### src/rtl/core/first_fit_page_allocator_macros.svh
// assertion macros for the page allocator
`ifndef FIRST_FIT_PAGE_ALLOCATOR_MACROS_SVH
`define FIRST_FIT_PAGE_ALLOCATOR_MACROS_SVH

// same-cycle implication, checked out of reset
`define FFPA_ASSERT_NOW(name, ante, cons, msg) \
  name: assert property (@(posedge clk_i) disable iff (!rst_ni) (ante) |-> (cons)) \
    else $error(msg);

// next-cycle implication, checked out of reset
`define FFPA_ASSERT_NEXT(name, ante, cons, msg) \
  name: assert property (@(posedge clk_i) disable iff (!rst_ni) (ante) |=> (cons)) \
    else $error(msg);

`endif

### src/rtl/core/ffpa_pkg.sv
package ffpa_pkg;

  // sizing of the pool and tag space
  localparam int unsigned NUM_PAGES  = 256;
  localparam int unsigned PAGE_BYTES = 4096;
  localparam int unsigned TAG_COUNT  = 8;
  localparam int unsigned PAGE_SHIFT = $clog2(PAGE_BYTES);

  // port field widths
  localparam int unsigned OP_W     = 1;
  localparam int unsigned BYTES_W  = 32;
  localparam int unsigned TAG_W    = 3;
  localparam int unsigned PAGE_W   = 8;
  localparam int unsigned STATUS_W = 2;
  localparam int unsigned CNT_W    = 9;
  localparam int unsigned FREED_W  = 32;
  localparam int unsigned POOL_W   = 9;

  // internal widths
  localparam int unsigned PIDX_W = $clog2(NUM_PAGES);
  localparam int unsigned PCNT_W = $clog2(NUM_PAGES + 1);
  localparam int unsigned TIDX_W = $clog2(TAG_COUNT);
  localparam int unsigned NEED_W = BYTES_W + 1 - PAGE_SHIFT;
  localparam int unsigned KIND_W = 2;
  localparam int unsigned META_W = PCNT_W + TIDX_W;

  localparam logic [POOL_W-1:0] POOL_RESET = POOL_W'(256);

  // operation codes
  localparam logic [OP_W-1:0] OP_ALLOC = 1'b0;
  localparam logic [OP_W-1:0] OP_FREE  = 1'b1;

  // result status codes
  localparam logic [STATUS_W-1:0] ST_OK        = 2'd0;
  localparam logic [STATUS_W-1:0] ST_NO_RUN    = 2'd1;
  localparam logic [STATUS_W-1:0] ST_NOT_START = 2'd2;

  // page map entry codes
  localparam logic [KIND_W-1:0] KIND_FREE  = 2'd0;
  localparam logic [KIND_W-1:0] KIND_START = 2'd1;
  localparam logic [KIND_W-1:0] KIND_CONT  = 2'd2;

  // controller to datapath
  typedef struct packed {
    logic load;
    logic scan_step;
    logic mark_step;
    logic free_init;
    logic clr_step;
    logic fail_alloc;
    logic fail_free;
  } ffpa_cmd_t;

  // datapath to controller
  typedef struct packed {
    logic op_free;
    logic need_ok;
    logic scan_hit;
    logic scan_last;
    logic mark_last;
    logic is_start;
    logic clr_last;
  } ffpa_sts_t;

endpackage

### src/rtl/core/ffpa_ctrl.sv
module ffpa_ctrl import ffpa_pkg::*; (
  input  logic      clk_i,
  input  logic      rst_ni,
  input  logic      start_i,
  output logic      busy_o,
  output logic      done_o,
  output ffpa_cmd_t cmd_o,
  input  ffpa_sts_t sts_i
);

  localparam logic [2:0] S_IDLE   = 3'd0;
  localparam logic [2:0] S_DECODE = 3'd1;
  localparam logic [2:0] S_SCAN   = 3'd2;
  localparam logic [2:0] S_MARK   = 3'd3;
  localparam logic [2:0] S_FLOOK  = 3'd4;
  localparam logic [2:0] S_FCLR   = 3'd5;
  localparam logic [2:0] S_DONE   = 3'd6;

  logic [2:0] state_q, state_d;

  // state register
  always_ff @(posedge clk_i or negedge rst_ni) begin
    if (!rst_ni) begin
      state_q <= S_IDLE;
    end else begin
      state_q <= state_d;
    end
  end

  // a new request may be taken while idle or while a result is shown
  assign busy_o = !((state_q == S_IDLE) || (state_q == S_DONE));
  assign done_o = (state_q == S_DONE);

  // next state and datapath commands
  always_comb begin
    state_d = state_q;
    cmd_o   = '0;
    unique case (state_q) inside
      S_IDLE, S_DONE: begin
        if (start_i) begin
          cmd_o.load = 1'b1;
          state_d    = S_DECODE;
        end else begin
          state_d = S_IDLE;
        end
      end
      S_DECODE: begin
        if (sts_i.op_free) begin
          state_d = S_FLOOK;
        end else if (sts_i.need_ok) begin
          state_d = S_SCAN;
        end else begin
          cmd_o.fail_alloc = 1'b1;
          state_d          = S_DONE;
        end
      end
      S_SCAN: begin
        cmd_o.scan_step = 1'b1;
        if (sts_i.scan_hit) begin
          state_d = S_MARK;
        end else if (sts_i.scan_last) begin
          cmd_o.fail_alloc = 1'b1;
          state_d          = S_DONE;
        end
      end
      S_MARK: begin
        cmd_o.mark_step = 1'b1;
        if (sts_i.mark_last) begin
          state_d = S_DONE;
        end
      end
      S_FLOOK: begin
        if (sts_i.is_start) begin
          cmd_o.free_init = 1'b1;
          state_d         = S_FCLR;
        end else begin
          cmd_o.fail_free = 1'b1;
          state_d         = S_DONE;
        end
      end
      S_FCLR: begin
        cmd_o.clr_step = 1'b1;
        if (sts_i.clr_last) begin
          state_d = S_DONE;
        end
      end
      default: begin
        state_d = S_IDLE;
      end
    endcase
  end

endmodule

### config.mk
export PLATFORM = sky130hd
export DESIGN_NAME = ffpa_ctrl
export DESIGN_NICKNAME = d
export VERILOG_FILES = /design/src/rtl/core/first_fit_page_allocator_macros.svh /design/src/rtl/core/ffpa_pkg.sv /design/src/rtl/core/ffpa_ctrl.sv
export SDC_FILE = /design/constraint.sdc
export NUM_CORES = 1
export LEC_CHECK = 0
export ABC_AREA = 1
export BUFFER_PORTS_ARGS = -buffer_cell sky130_fd_sc_hd__buf_2
export CORE_AREA = 2 2 39 41
export CTS_CLUSTER_SIZE = 28
export DETAILED_ROUTE_END_ITERATION = 6
export DIE_AREA = 0 0 41 43
export HOLD_SLACK_MARGIN = 0.15
export MAX_ROUTING_LAYER = met4
export SLEW_MARGIN = 10
export SYNTH_ARGS = -nofsm -noshare
export SYNTH_HDL_FRONTEND = slang
export SYNTH_SLANG_ARGS = --single-unit
### constraint.sdc
create_clock -name clk_i -period 1.2 [get_ports clk_i]
set_input_delay 0.24 -clock clk_i [delete_from_list [all_inputs] [get_ports clk_i]]
set_output_delay 0.24 -clock clk_i [all_outputs]
set_load 0.03 [all_outputs]
==> flow_summary.toml <==
[layout]
syn2layout_area_growth_pct = 136
fillers = 132
fin_util_pct = 56.4
diodes = 0
fin_area_um2 = 781
layout.nets = 113
reg_top3 = "state_q x3"
drive_gt1_share_pct = 72.5
largest_reg_flops = 3
top_register = "state_q"

[run]
cap_viol_max_count = 0

[critical_path]
crit_type = "reg2out"
slowest_delay_ps = 450
required_ps = 960
crit_fanout = 6
r2r-end = "state_q[0]"
end_kind = "output port"
reg2regPathDepth = 8
cp_num_buf_inv = 3
r2r_setup_slack_ps = -210
crit_path_start = "state_q[1]"
crit_path_cell_trace = "buf_4 -> nor3_2 -> nand2_1 -> inv_2 -> buf_6"
worstSetupStartpointType = "flop"
worstPathArrival_ps = 1250
r2r-start = "state_q[1]"
critPathTopFamily = "flip-flops"
slowest_stage = "dfrtp_2"

[synthesis]
yosysTopAreaCellShare_pct = 22.7
muxShareOfSynthArea_pct = 0
synth.avg_cell_area_um2 = 5.60
synthCells = 59
synth-compound-area-share_pct = 3.03
synth-simple-area-share_pct = 53.8
ys_seq_elements = 3
synth_fa_ha_area_share_pct = 0
yosys.area.top_type = "dfrtp_1"
synth-xor-area-share_pct = 0
ys_top_cells_by_count = "nand2_1, inv_1, nor2_1"
yosysSeqAreaShare_pct = 22.7
synth.most_common_cell = "nand2_1"
yosys_warnings = 0
synthArstFlopShare_pct = 100
ys_types = 15
synth.area.top_cells = "dfrtp_1, nand2_1, inv_1"
synth_fp_nets = 69
synth_area_um2 = 330
synth_edf_count = 0
ys.flop_type = "dfrtp_1"
synth_top_family_by_area = "simple AND/OR/NAND/NOR gates"

[drt]
ant_nets = 0
first_pass_iters = 4
wirelength_um = 1040
vias = 497
route.detailed.wl_per_inst_um = 8.82
drtIter0Drc = 3
drc = 0
drt-vias-per-instance = 4.21

[power]
p_total_mw = 2.07
seqPwrFrac_pct = 12.2
power.switching_mw = 0.975
powerDensity_nw_per_um2 = 2660
p_leak_nw = 0.433
sw_frac_of_total_pct = 47.0
pwr-share-clk_pct = 8.5
ir_worst_vdd_mv = 1.23
comb_power_share_pct = 79.4
internal-power_mw = 1.10

[floorplanning]
start_util_pct = 23.9
fp.dieH_um = 43
dieArea_um2 = 1760
core_area_um2 = 1380
ioPinCount = 19
die_x_um = 41
rows = 14

[sta]
slew_violations = 0
rsz0062_at_grt = "yes"
period_share_pct = 124
skew_ps = 5.33
tightest_slew_ps = 169
fin_tns_setup_ps = -2380
finalCriticalPeriod_ps = 1490
setup_slack_ps = -292
fmax_mhz = 670
hold_violations = 0
setup_viol = 12
max_slew_margin_pct = 88.7

[global_route]
grt_pass1_wl_um = 1790
grt_max_degree = 8
grt_overflow = 0
antenna_found_initial = 0
grt_pass1_vias = 462
grt_util_all_layers_pct = 14.5

[clock_network]
cts.path.max_buffers = 2
cts_tree = "yes"
cts_sinks = 3
cts_buffers = 3
clkLatencyLatePin_ps = 230
htreeDepth = 1
cts.root.buffer_cell = "clkbuf_4"
cts.reportedPaths.clkPinSlew_ps = 40

[place]
gp_congestion = 0.777
port_buffers = 18
postPlaceCellArea_um2 = 539
dp_hpwl_um = 742

[min_path]
whs_path_depth = 3
hold_start = "sts_i[4]"
hold_end = "state_q[0]"
hp-class = "in2reg"

[run_status]
status = "finished with violations"
violations = "negative setup slack"
cell families (layout without fill, tap and decap cells):
| family | count (synthesis) | in the layout |
|---|---|---|
| buf+inv | 16 | 59 |
| flops | 3 | 3 |
| simple gates | 38 | 38 |
| compound gates | 2 | 2 |
cell usage in the layout (no fill, tap or decap), drive strengths merged:
master / Yosys / final
clkbuf: 0 / 4
nor2: 12 / 12
buf: 1 / 39
nor3: 1 / 1
o21ai: 1 / 1
nand4: 3 / 3
or2: 1 / 1
dfrtp: 3 / 3
nand3: 5 / 5
a21oi: 1 / 1
inv: 15 / 15
nand2: 16 / 16
dlygate4sd3: 0 / 1
power groups by stage:
stage	Combinational, mW	Clock (mW)	Sequential [mW]
2_1_floorplan	0.718	0	0.210
3_3_place_gp	1.13	0	0.224
3_5_place_dp	1.13	0	0.230
4_1_cts	1.56	0.179	0.246
5_1_grt	1.80	0.183	0.260
6_report	1.65	0.175	0.252
worst min-delay path, stage by stage:
cell and delay [ps]:
buf_2 110, nand2_1 60, nand4_1 80
metal layers:
layer | part of all wire [%] | wire length, um | track usage [%] | vias up
li1 | - | - | - | 261
met1 | 40 | 418 | 19.7 | 222
met2 | 56 | 582 | 23.1 | 14
met3 | 3.8 | 40 | 0 | 0
met4 | 0 | 0 | 4.00 | 0
met5 | 0 | 0 | - | -
area by class of cell:
cell class,instances,area (um^2),share of cell area (%)
Sequential cell,3,77.6,9.94
Timing Repair Buffer,40,337,43.1
Tap cell,16,20.0,2.56
Multi-Input combinational cell,40,264,33.8
Clock buffer,4,26.3,3.37
Inverter,15,56.3,7.21
through the flow:
step,setup slack (ps),instances,hold slack [ps]
detailed placement,-159,105,39.7
global route,-363,118,320
finish,-292,118,301
CTS,-284,118,302
floorplan,-27.0,59,-55.6
global placement,-147,105,37.7
how the worst max path moves through the flow:
stage,slack [ps],endpoint,depth (start not counted)
final,-290,cmd_o[3],5
after global routing,-360,cmd_o[6],6
after CTS,-280,cmd_o[1],6
after detailed placement,-160,cmd_o[1],6
after global placement,-150,cmd_o[1],6
after floorplan,-30,cmd_o[6],6
repair_timing:
item | CTS | global route
endpoints found under the setup margin | 10 | 12
hold endpoints to repair | 3 | 0
gates resized for setup | 39 | 10
pin swaps | 11 | 1
setup buffers | 8 | 1
hold buffers | 1 | 0
Power figures use the tool's default switching activity.
